--- src/hw/rtl/fdcd_pkg.sv ---
// ----------------------------------------------------------------------------
// FSK delay-line correlator demodulator package
// Fixed coefficients (2^-24 units) and configuration register indexes.
// ----------------------------------------------------------------------------
package fdcd_pkg;

  localparam int COEF_SHIFT = 24;

  // Rounding constant: one half in 2^-24 units.
  localparam logic [23:0] ROUND_HALF = 24'h80_0000;

  // Tracking gains. Keep and take of each average sum to exactly 2^24.
  localparam logic signed [15:0] RAIL_TAKE = 16'sd16777;
  localparam logic signed [18:0] AVG_TAKE  = 19'sd167772;

  // Low-pass pole coefficients and reciprocal gain.
  localparam logic signed [24:0] POLE_A  = -25'sd14790167;
  localparam logic signed [25:0] POLE_B  = 26'sd31442057;
  localparam longint             LP_GAIN = 31332;

  // Configuration register indexes (byte address bits [3:2]).
  localparam logic [1:0] REG_CARRIER_ON  = 2'd0;
  localparam logic [1:0] REG_CARRIER_OFF = 2'd1;
  localparam logic [1:0] REG_HYSTERESIS  = 2'd2;

  localparam logic [11:0] CARRIER_ON_RESET  = 12'd40;
  localparam logic [11:0] CARRIER_OFF_RESET = 12'd30;
  localparam logic [15:0] HYSTERESIS_RESET  = 16'd6554;

endpackage

--- src/hw/rtl/fsk_delay_correlator_demod.sv ---
// The sample is captured in the input register, then its result in the result
// register. One sample per cycle while the output is not stalled; the whole
// per-sample recurrence (tracking, carrier detect, correlator, low-pass) is combinational.
// Reset (synchronous, active high) empties both registers, restores the
// configuration defaults and returns all filter and detector state to its start.
// ----------------------------------------------------------------------------
// FSK delay-line correlator demodulator
// Mid-rail removal, carrier detect with hysteresis, sign correlator against a
// delayed copy, 2-pole low-pass and output slicer with hysteresis.
// ----------------------------------------------------------------------------
module fsk_delay_correlator_demod #(
  parameter int DELAY_TAPS = 24,
  parameter int FRAC_BITS  = 16
) (
  input  logic        clk,
  input  logic        rst,
  input  logic        in_valid,
  output logic        in_stall,
  input  logic [11:0] adc_sample,
  output logic        out_valid,
  input  logic        out_stall,
  output logic        data_bit,
  output logic        carrier_present,
  input  logic        psel,
  input  logic        penable,
  input  logic        pwrite,
  input  logic [3:0]  paddr,
  input  logic [31:0] pwdata,
  output logic [31:0] prdata,
  output logic        pready
);
  import fdcd_pkg::*;

  localparam int RW  = FRAC_BITS + 14;  // rail, level and average, signed
  localparam int RPW = RW + 16;
  localparam int APW = RW + 19;
  localparam int YW  = FRAC_BITS + 4;   // filter output, signed
  localparam int PW  = YW + 27;
  localparam longint LP_STEP_L =
    ((LP_GAIN << FRAC_BITS) + (longint'(1) << (COEF_SHIFT - 1))) >>> COEF_SHIFT;
  localparam logic signed [YW-1:0] LP_STEP = YW'(LP_STEP_L);

  // Configuration registers
  logic [11:0] carrier_on_level;
  logic [11:0] carrier_off_level;
  logic [15:0] slice_level;

  // Pipeline registers
  logic        in_full;
  logic [11:0] sample_q;
  logic        advance;

  // Demodulator state
  logic signed [RW-1:0]     rail_level;
  logic signed [RW-1:0]     signal_average;
  logic                     carrier_flag;
  logic                     output_bit;
  logic [DELAY_TAPS-1:0]    sign_history;
  logic signed [YW-1:0]     lowpass_in0;
  logic signed [YW-1:0]     lowpass_in1;
  logic signed [YW-1:0]     lowpass_out0;
  logic signed [YW-1:0]     lowpass_out1;

  // Next values
  logic signed [RW-1:0]     rail_level_next;
  logic signed [RW-1:0]     signal_average_next;
  logic                     carrier_flag_next;
  logic                     output_bit_next;
  logic signed [YW-1:0]     y_next;
  logic                     corr;

  // Datapath intermediates
  logic signed [RW-1:0]     sample_fx;
  logic signed [RW-1:0]     wave;
  logic signed [RW-1:0]     mag;
  logic                     bit_now;
  logic signed [RPW-1:0]    rail_prod;
  logic signed [RPW-1:0]    rail_rnd;
  logic signed [RW-1:0]     avg_diff;
  logic signed [APW-1:0]    avg_prod;
  logic signed [APW-1:0]    avg_rnd;
  logic signed [RW-1:0]     on_level_fx;
  logic signed [RW-1:0]     off_level_fx;
  logic signed [YW-1:0]     x0;
  logic signed [YW-1:0]     x1;
  logic signed [YW-1:0]     x2;
  logic signed [YW+24:0]    pole_a_prod;
  logic signed [YW+25:0]    pole_b_prod;
  logic signed [PW-1:0]     pole_sum;
  logic [FRAC_BITS+15:0]    hyst_wide;
  logic signed [YW-1:0]     hyst;

  // --------------------------------------------------------------------------
  // Configuration port
  // --------------------------------------------------------------------------
  assign pready = 1'b1;

  always_ff @(posedge clk) begin
    if (rst) begin
      carrier_on_level  <= CARRIER_ON_RESET;
      carrier_off_level <= CARRIER_OFF_RESET;
      slice_level       <= HYSTERESIS_RESET;
    end else if (psel && penable && pwrite && pready) begin
      unique case (paddr[3:2])
        REG_CARRIER_ON:  carrier_on_level  <= pwdata[11:0];
        REG_CARRIER_OFF: carrier_off_level <= pwdata[11:0];
        REG_HYSTERESIS:  slice_level       <= pwdata[15:0];
        default: ;
      endcase
    end
  end

  always_comb begin
    unique case (paddr[3:2])
      REG_CARRIER_ON:  prdata = {20'd0, carrier_on_level};
      REG_CARRIER_OFF: prdata = {20'd0, carrier_off_level};
      REG_HYSTERESIS:  prdata = {16'd0, slice_level};
      default:         prdata = 32'd0;
    endcase
  end

  // --------------------------------------------------------------------------
  // Handshake: the input register refills whenever its request moves on.
  // --------------------------------------------------------------------------
  assign advance  = !out_valid || !out_stall;
  assign in_stall = in_full && !advance;

  always_ff @(posedge clk) begin
    if (rst) begin
      in_full <= 1'b0;
    end else if (!in_stall) begin
      in_full <= in_valid;
    end
  end

  always_ff @(posedge clk) begin
    if (!in_stall && in_valid) begin
      sample_q <= adc_sample;
    end
  end

  // --------------------------------------------------------------------------
  // Mid-rail tracking and carrier detect
  // --------------------------------------------------------------------------
  always_comb begin
    sample_fx = $signed(RW'({sample_q, {FRAC_BITS{1'b0}}}));
    wave      = sample_fx - rail_level;
    bit_now   = !wave[RW-1];
    mag       = wave[RW-1] ? -wave : wave;

    // Keep plus take is exactly 2^24, so each average moves by a rounded step.
    rail_prod       = wave * RAIL_TAKE;
    rail_rnd        = rail_prod + $signed(RPW'(ROUND_HALF));
    rail_level_next = rail_level + RW'(rail_rnd >>> COEF_SHIFT);

    avg_diff            = mag - signal_average;
    avg_prod            = avg_diff * AVG_TAKE;
    avg_rnd             = avg_prod + $signed(APW'(ROUND_HALF));
    signal_average_next = signal_average + RW'(avg_rnd >>> COEF_SHIFT);

    on_level_fx  = $signed(RW'({carrier_on_level, {FRAC_BITS{1'b0}}}));
    off_level_fx = $signed(RW'({carrier_off_level, {FRAC_BITS{1'b0}}}));

    carrier_flag_next = carrier_flag;
    if (!carrier_flag) begin
      if (signal_average_next > on_level_fx) begin
        carrier_flag_next = 1'b1;
      end
    end else begin
      if (signal_average_next < off_level_fx) begin
        carrier_flag_next = 1'b0;
      end
    end
  end

  // --------------------------------------------------------------------------
  // Correlator, low-pass and output slicer
  // --------------------------------------------------------------------------
  always_comb begin
    corr = sign_history[0] ^ bit_now;

    x0 = lowpass_in0;
    x1 = lowpass_in1;
    x2 = corr ? LP_STEP : -LP_STEP;

    pole_a_prod = lowpass_out0 * POLE_A;
    pole_b_prod = lowpass_out1 * POLE_B;
    pole_sum    = PW'(pole_a_prod) + PW'(pole_b_prod) + $signed(PW'(ROUND_HALF));
    y_next      = x0 + (x1 <<< 1) + x2 + YW'(pole_sum >>> COEF_SHIFT);

    hyst_wide = {slice_level, {FRAC_BITS{1'b0}}} >> 16;
    hyst      = $signed(YW'(hyst_wide));

    output_bit_next = output_bit;
    if (!carrier_flag_next) begin
      output_bit_next = 1'b1;
    end else if (output_bit) begin
      if (y_next < -hyst) begin
        output_bit_next = 1'b0;
      end
    end else begin
      if (y_next > hyst) begin
        output_bit_next = 1'b1;
      end
    end
  end

  // --------------------------------------------------------------------------
  // State and result registers
  // --------------------------------------------------------------------------
  always_ff @(posedge clk) begin
    if (rst) begin
      rail_level     <= $signed(RW'(longint'(2047) << FRAC_BITS));
      signal_average <= '0;
      carrier_flag   <= 1'b0;
      output_bit     <= 1'b1;
      sign_history   <= '1;
      lowpass_in0    <= '0;
      lowpass_in1    <= '0;
      lowpass_out0   <= '0;
      lowpass_out1   <= '0;
      out_valid      <= 1'b0;
    end else if (advance) begin
      out_valid <= in_full;
      if (in_full) begin
        rail_level     <= rail_level_next;
        signal_average <= signal_average_next;
        carrier_flag   <= carrier_flag_next;
        output_bit     <= output_bit_next;
        sign_history   <= {bit_now, sign_history[DELAY_TAPS-1:1]};
        lowpass_in0    <= lowpass_in1;
        lowpass_in1    <= x2;
        lowpass_out0   <= lowpass_out1;
        lowpass_out1   <= y_next;
      end
    end
  end

  always_ff @(posedge clk) begin
    if (advance && in_full) begin
      data_bit        <= output_bit_next;
      carrier_present <= carrier_flag_next;
    end
  end

endmodule

--- config.mk ---
export PLATFORM = sky130hd
export DESIGN_NAME = fsk_delay_correlator_demod
export DESIGN_NICKNAME = d
export VERILOG_FILES = /design/src/hw/rtl/fdcd_pkg.sv /design/src/hw/rtl/fsk_delay_correlator_demod.sv
export SDC_FILE = /design/constraint.sdc
export NUM_CORES = 2
export LEC_CHECK = 0
export BUFFER_PORTS_ARGS = -buffer_cell sky130_fd_sc_hd__clkbuf_2
export CAP_MARGIN = 30
export CELL_PAD_IN_SITES_DETAIL_PLACEMENT = 1
export CELL_PAD_IN_SITES_GLOBAL_PLACEMENT = 1
export CORE_UTILIZATION = 55
export CTS_BUF_LIST = sky130_fd_sc_hd__clkbuf_4
export DETAILED_ROUTE_END_ITERATION = 6
export PLACE_DENSITY_LB_ADDON = 0.12
export SLEW_MARGIN = 20
export SYNTH_ARGS = -nofsm -noshare
export SYNTH_HDL_FRONTEND = slang
export SYNTH_SLANG_ARGS = --single-unit
--- constraint.sdc ---
create_clock -name clk -period 25.7 [get_ports clk]
set_clock_uncertainty 0.05 [all_clocks]
set_input_delay 5.14 -clock clk [delete_from_list [all_inputs] [get_ports clk]]
set_output_delay 5.14 -clock clk [all_outputs]
set_load 0.005 [all_outputs]
=== Word-level counts from Yosys, hierarchy flattened ===
Index checks and enable logic that the tools add are counted.

* Output and inout bits: 37
* Register bits after elaboration: 222
* Input bits: 55
* Word-level logic and storage cells: 67

* Reductions and logical operators: 16
* Eq/ne operators: 2
* Order comparisons: 4
* Add/subtract/negate cells: 13
* Bitwise logic cells: 1
* $mul: 4
* Mux-type cells: 10

{| class="wikitable"
|+ Operators by type and width
! cell !! count
|-
| 20-bit adder || 3
|-
| 49-bit by 25-bit adder with 49-bit output, second input constant || 1
|-
| 16-bit case mux with 3 select lines || 1
|-
| 30-bit by 17-bit multiplier with 47-bit output, second input constant || 1
|-
| 46-bit by 25-bit adder with 46-bit output, second input constant || 1
|-
| 30-bit by 16-bit multiplier with 46-bit output, second input constant || 1
|-
| 44-bit by 25-bit adder with 44-bit output, second input constant || 1
|-
| 44-bit adder || 1
|-
| 20-bit by 25-bit multiplier with 44-bit output, second input constant || 1
|-
| 20-bit by 26-bit multiplier with 44-bit output, second input constant || 1
|-
| 30-bit by 22-bit adder with 30-bit output || 1
|-
| 30-bit by 25-bit adder with 30-bit output || 1
|-
| 30-bit by 29-bit greater-than comparator with 1-bit output || 1
|-
| 30-bit by 29-bit < comparator with 1-bit output || 1
|-
| 30-bit 2-to-1 mux || 1
|-
| 30-bit negation || 1
|-
| 29-bit by 30-bit subtractor with 30-bit output || 1
|-
| 30-bit subtractor || 1
|-
| 20-bit by 17-bit greater-than comparator with 1-bit output || 1
|-
| 20-bit < comparator || 1
|-
| 20-bit 2-to-1 mux || 1
|-
| 16-bit negation with 20-bit output || 1
|-
| 2-bit AND reduction || 4
|-
| 1-bit 2-to-1 mux || 7
|-
| 7 further kinds || 15
|}

=== Depth between registers and ports, before layout ===
* Word-level depth: 11
* Mapped depth: 71
* Mapped depth without buffers: 68

=== Worst setup path after synthesis ===
OpenSTA, ideal clock, no wires.

* Path type: register -> register
* Start: register sample_q[0]
* End: register carrier_present (data pin)
* Library setup time: 0.255 ns
* Path buffers: 2
* Required time: 25.395 ns
* Setup slack: 10.358 ns
* Arrival time: 15.037 ns
* Stages on the path, launching flop included: 67
* Period minus slack after synthesis: 15.342 ns
* Cells stage by stage: edfxtp_1 -> ha_1 -> inv_1 -> or4_4 -> o311a_1 -> o22ai_2 -> a2111o_1 -> o211ai_1 -> clkinv_1 -> buf_1 -> nand2_1 -> xnor2_1 -> ha_1 -> nor2b_1 -> o31a_1 -> o31ai_1 -> a211oi_1 -> o31ai_1 -> [31 not listed] -> a21o_1 -> a21oi_1 -> o21ai_0 -> a21boi_0 -> o21ai_0 -> nor2_1 -> o21bai_1 -> a21oi_1 -> xnor2_1 -> ha_1 -> nand4_1 -> nor4_1 -> nand4_1 -> nor4_1 -> nand4_1 -> nor4_1 -> o221ai_1 -> and2_1

* Longest elaborated chain between the ends: 10
* Elaborated cells between the ends (all ways): 12
* Those cells by class: 5 x add/sub; 1 x mul; 2 x order compare; 4 x mux

{| class="wikitable"
|+ Ends and longest elaborated chain
! element !! RTL line !! text
|-
| start, declared || fsk_delay_correlator_demod.sv:50 || <nowiki>logic [11:0] sample_q;</nowiki>
|-
| start signal, assigned || fsk_delay_correlator_demod.sv:138 || <nowiki>sample_q <= adc_sample;</nowiki>
|-
| 29-bit by 30-bit subtractor with 30-bit output * || fsk_delay_correlator_demod.sv:147 || <nowiki>wave = sample_fx - rail_level;</nowiki>
|-
| 30-bit negation || fsk_delay_correlator_demod.sv:149 || <nowiki>mag = wave[RW-1] ? -wave : wave;</nowiki>
|-
| 30-bit 2-to-1 mux * || fsk_delay_correlator_demod.sv:149 ||
|-
| 30-bit subtractor * || fsk_delay_correlator_demod.sv:156 || <nowiki>avg_diff = mag - signal_average;</nowiki>
|-
| 30-bit by 17-bit multiplier with 47-bit output * || fsk_delay_correlator_demod.sv:157 || <nowiki>avg_prod = avg_diff * AVG_TAKE;</nowiki>
|-
| 49-bit by 25-bit adder with 49-bit output * || fsk_delay_correlator_demod.sv:158 || <nowiki>avg_rnd = avg_prod + $signed(APW'(ROUND_HALF));</nowiki>
|-
| 30-bit by 25-bit adder with 30-bit output * || fsk_delay_correlator_demod.sv:159 || <nowiki>signal_average_next = signal_average + RW'(avg_rnd >>> COEF_SHIFT);</nowiki>
|-
| via signal_average_next[23] || fsk_delay_correlator_demod.sv:66 || <nowiki>logic signed [RW-1:0] signal_average_next;</nowiki>
|-
| 30-bit by 29-bit greater-than comparator with 1-bit output or 30-bit by 29-bit < comparator with 1-bit output (tied branches) || fsk_delay_correlator_demod.sv:166, fsk_delay_correlator_demod.sv:170 ||
|-
| 1-bit 2-to-1 mux (on tied branches) || fsk_delay_correlator_demod.sv:166, fsk_delay_correlator_demod.sv:170 ||
|-
| 1-bit 2-to-1 mux * || fsk_delay_correlator_demod.sv:165 || <nowiki>if (!carrier_flag) begin</nowiki>
|-
| via carrier_flag_next || fsk_delay_correlator_demod.sv:67 || <nowiki>logic carrier_flag_next;</nowiki>
|-
| end signal, assigned || fsk_delay_correlator_demod.sv:242 || <nowiki>carrier_present <= carrier_flag_next;</nowiki>
|-
| end, declared || fsk_delay_correlator_demod.sv:23 || <nowiki>output logic carrier_present,</nowiki>
|}

Mark *: on every way through the listed nets, which the timed path passes. The rest lies on a longest branch.
A chain may end at the register's enable or synchronous reset.

=== Worst setup path after layout ===
Ends and elaborated chain as after synthesis.

==> implementation parameters <==
Parameter                              Value

Yosys
  Mapped Area ... 48600 um2
  Count of flip-flops with a built-in enable after synthesis ... 14
  Yosys synthesis warning count ... 0
  Unique cell type count in the Yosys netlist ... between 90 and 100
  Register bit count reported by yosys ... 188
  Asr flop ratio synth ... 0%
  Post-synthesis area per instance ... about 9.0 um2
  Yosys top cell area share ... roughly a third
  Largest cells by area after synthesis ... sky130_fd_sc_hd__fa_1 32%, sky130_fd_sc_hd__ha_1 23%, sky130_fd_sc_hd__inv_1 10%, sky130_fd_sc_hd__dfxtp_1 7.2%, sky130_fd_sc_hd__xnor2_1 3.6%
  Ys flop type ... sky130_fd_sc_hd__dfxtp_1
  Sequential fraction of the synthesis area ... 8.03%
  Synthesized instance count ... between 5000 and 6000
  Leading area contributor after synthesis ... sky130_fd_sc_hd__fa_1

Setup path
  CP bufs+invs ... 8
  CP max stage cell ... sky130_fd_sc_hd__xor2_1
  Data required time at the worst endpoint ... roughly 26 ns
  Critical path depth ... 65
  Critical path launch point type ... flip-flop
  Slowest cell delay on critical path ... slightly above 0.8 ns
  Worst-path maximum fanout ... 38
  Dominant delay contributor by cell family on the critical path ... compound AO/OA/AOI/OAI gates
  Arrival time of the worst setup path ... around 20 ns
  Worst reg2reg endpoint ... carrier_present
  Reg2reg start ... sample_q[0]
  Setup slack, reg-to-reg ... approximately 6.5 ns
  Element type at the critical path end ... flip-flop
  Kind of critical path ... reg2reg
  Cells on worst reg2reg path ... 65

Clock network
  Clk sinks ... 188
  Clock tree from TritonCTS ... yes
  Post-CTS Setup Bufs ... 0
  Count of cells resized by post-cts repair ... 0
  Number of buffers created by CTS ... 17
  Clock latency reported for the late side of the worst-skew pair ... 0.86 ns
  H-tree levels ... 4
  Register clock-pin slew on the reported worst setup and hold paths ... approximately 0.22 ns
  Root buffer cell ... sky130_fd_sc_hd__clkbuf_4
  Deepest clock path buffer count ... 2
  Count of hold-fix buffers inserted at cts ... 0

Floorplan
  IO Pins ... 92
  Standard-cell rows ... 108
  Core Box Area ... 87200 um2
  Initial standard-cell utilization of the core ... 55.8%
  DIE AREA ... between 80000 and 90000 um2
  Die Y ... 299 um
  Die W ... 299 um

GRT
  Congestion Overflow GR ... 0
  Number of antenna violations at the first check in global routing ... 4
  Global routing usage summed across all routing layers ... 34.0%
  First-pass GRT wire length ... 234000 um
  Number of global-route vias before repair ... around 42000
  Largest net degree at the start of global routing ... 88

Status
  Run status ... finished clean

STA
  Number of hold violations in the final report ... 0
  Final Critical Period ... 19.18 ns
  Setup repair after global routing missed its margin ... false
  Post-route worst setup slack ... 6.52 ns
  Period utilisation layout ... 74.6%
  Timing-limited maximum frequency ... 0.0521 GHz
  Post-route setup TNS ... 0 ns
  Final-report max-slew violation count ... 0
  Final number of setup-violating endpoints ... 0
  Least-Margin Pin Slew ... 1.01 ns
  Normalized max-slew margin ... between 30 and 40%

Placed design
  Input/output buffers ... 56
  Placement Setup Slack ... 6.93 ns
  Half-perimeter wire length of the detailed placement result ... 128000 um
  Final weighted congestion in routability-driven placement ... between 0.9 and 1

Min path
  Hold path endpoint ... lowpass_out1[15]
  Type of the tightest min-delay check ... reg2reg
  Worst hold start ... lowpass_out1[15]
  Worst Hold Depth ... 2

Detailed routing
  Number of remaining DRC errors ... 0
  WL final ... between 100000 and 150000 um
  Total vias in the final route ... 37549
  Number of iterations in the first detailed-routing pass ... 5
  Detailed Route Iter0 Violations ... 2228
  Antenna-violating nets left ... 0
  Routed length per instance ... 22.2 um
  Post-detailed-route via-to-cell ratio ... roughly 5.7

Layout
  Relative area change from synthesis to final layout ... 4.39%
  Final nets ... 7162
  Layout Utilization ... 58.2%
  Layout cell share with drive strength beyond 1 ... 3.52%
  Number of fill cells in the layout ... 10265

Flow run
  Max-capacitance violation count ... 0
metrics by stage:
step	hold slack [ns]	std cells	area, um2
2_1_floorplan	0.386	5410	48700
3_3_place_gp	0.394	6566	50300
3_5_place_dp	0.401	6567	50300
4_1_cts	0.425	6599	50700
5_1_grt	0.448	6609	50700
6_report	0.426	6609	50700
cells by family (layout without fill, tap and decap cells):
| family | Yosys count | count (layout) | synth area share, % |
|---|---|---|---|
| adders and majority gates | 1672 | 1672 | 55.0 |
| buffers and inverters | 1457 | 1496 | 11.4 |
| and+or+nand+nor | 965 | 965 | 9.28 |
| AOI/OAI and AO/OA | 799 | 799 | 10.5 |
| xor gates and xnor gates | 290 | 290 | 5.27 |
| DFF | 188 | 188 | 8.03 |
| muxes | 22 | 22 | 0.494 |
| other | 2 | 22 | 0.0154 |
layout make-up:
type | instances | area [um2] | area share (%)
Multi-Input combinational cell | 3765 | 39200 | 77.3
Inverter | 1352 | 5080 | 10.0
Sequential cell | 188 | 3900 | 7.69
Tap cell | 1155 | 1450 | 2.85
Timing Repair Buffer | 112 | 723 | 1.43
Clock inverter | 14 | 196 | 0.387
Clock buffer | 18 | 135 | 0.266
Antenna cell | 5 | 12.5 | 0.0247
registers in the layout, summed over array words and instances, names as in the netlist:
register	cells
output_bit	1
carrier_present	1
in_full	1
sign_history	24
out_valid	1
slice_level	16
lowpass_out0	20
lowpass_in0	3
carrier_on_level	12
lowpass_out1	20
carrier_off_level	12
sample_q	12
lowpass_in1	3
rail_level	30
carrier_flag	1
signal_average	30
data_bit	1
cell usage after synthesis (13+ instances only):
cell                       number
sky130_fd_sc_hd__and2_1        28
sky130_fd_sc_hd__clkbuf_1      75
sky130_fd_sc_hd__o21bai_1      30
sky130_fd_sc_hd__nor2b_1       22
sky130_fd_sc_hd__ha_1         896
sky130_fd_sc_hd__xor2_1        90
sky130_fd_sc_hd__or3_1         22
sky130_fd_sc_hd__a211oi_1      36
sky130_fd_sc_hd__dfxtp_1      174
sky130_fd_sc_hd__nand2b_1      30
sky130_fd_sc_hd__nor3_1        52
sky130_fd_sc_hd__nand3_1       82
sky130_fd_sc_hd__xnor2_1      198
sky130_fd_sc_hd__nor4_1        13
sky130_fd_sc_hd__nand4_1       35
sky130_fd_sc_hd__a21oi_1      300
sky130_fd_sc_hd__o21ai_0      123
sky130_fd_sc_hd__fa_1         775
sky130_fd_sc_hd__mux2i_1       18
sky130_fd_sc_hd__o211ai_1      36
sky130_fd_sc_hd__and4_1        13
sky130_fd_sc_hd__o21a_1        44
sky130_fd_sc_hd__edfxtp_1      14
sky130_fd_sc_hd__a21o_1        99
sky130_fd_sc_hd__inv_1       1349
sky130_fd_sc_hd__a31oi_1       17
sky130_fd_sc_hd__nor2_1       191
sky130_fd_sc_hd__buf_1         13
sky130_fd_sc_hd__and3_1        21
sky130_fd_sc_hd__buf_4         17
sky130_fd_sc_hd__nand2_1      405
tightest hold or removal path, cell delays in order, from the launching register on:
cell and delay [ns]:
sky130_fd_sc_hd__dfxtp_1 0.36, sky130_fd_sc_hd__nand2_1 0.05, sky130_fd_sc_hd__a21oi_1 0.05
routing by layer:
metal / global-route usage (%) / up-vias / wire length [um]
met5: 0 / - / 26
met4: 10.2 / 4 / 4200
met3: 4.96 / 226 / 7600
met2: 58.0 / 885 / 71200
met1: 44.5 / 19207 / 63800
li1: - / 17227 / -
how the worst max path moves through the flow:
stage	startpoint	slack (ns)	endpoint
2_1_floorplan	sample_q[0]	10.36	carrier_present
3_3_place_gp	sample_q[0]	7.24	carrier_present
3_5_place_dp	sample_q[0]	6.93	carrier_present
4_1_cts	sample_q[0]	6.86	carrier_present
5_1_grt	rail_level[0]	5.60	carrier_present
6_report	sample_q[0]	6.52	carrier_present
cells in the final DEF (no fill, tap or decap), types with 55 or more instances in the layout:
master,n
sky130_fd_sc_hd__xnor2_1,198
sky130_fd_sc_hd__xor2_1,90
sky130_fd_sc_hd__a21oi_1,300
sky130_fd_sc_hd__o21ai_0,123
sky130_fd_sc_hd__nor2_1,191
sky130_fd_sc_hd__clkbuf_2,55
sky130_fd_sc_hd__fa_1,775
sky130_fd_sc_hd__nand3_1,82
sky130_fd_sc_hd__dfxtp_1,174
sky130_fd_sc_hd__inv_1,1347
sky130_fd_sc_hd__nand2_1,404
sky130_fd_sc_hd__ha_1,896
sky130_fd_sc_hd__a21o_1,99
Power is not shown: default switching activity piles up to over one toggle a cycle in this logic, so the estimate is an artifact.
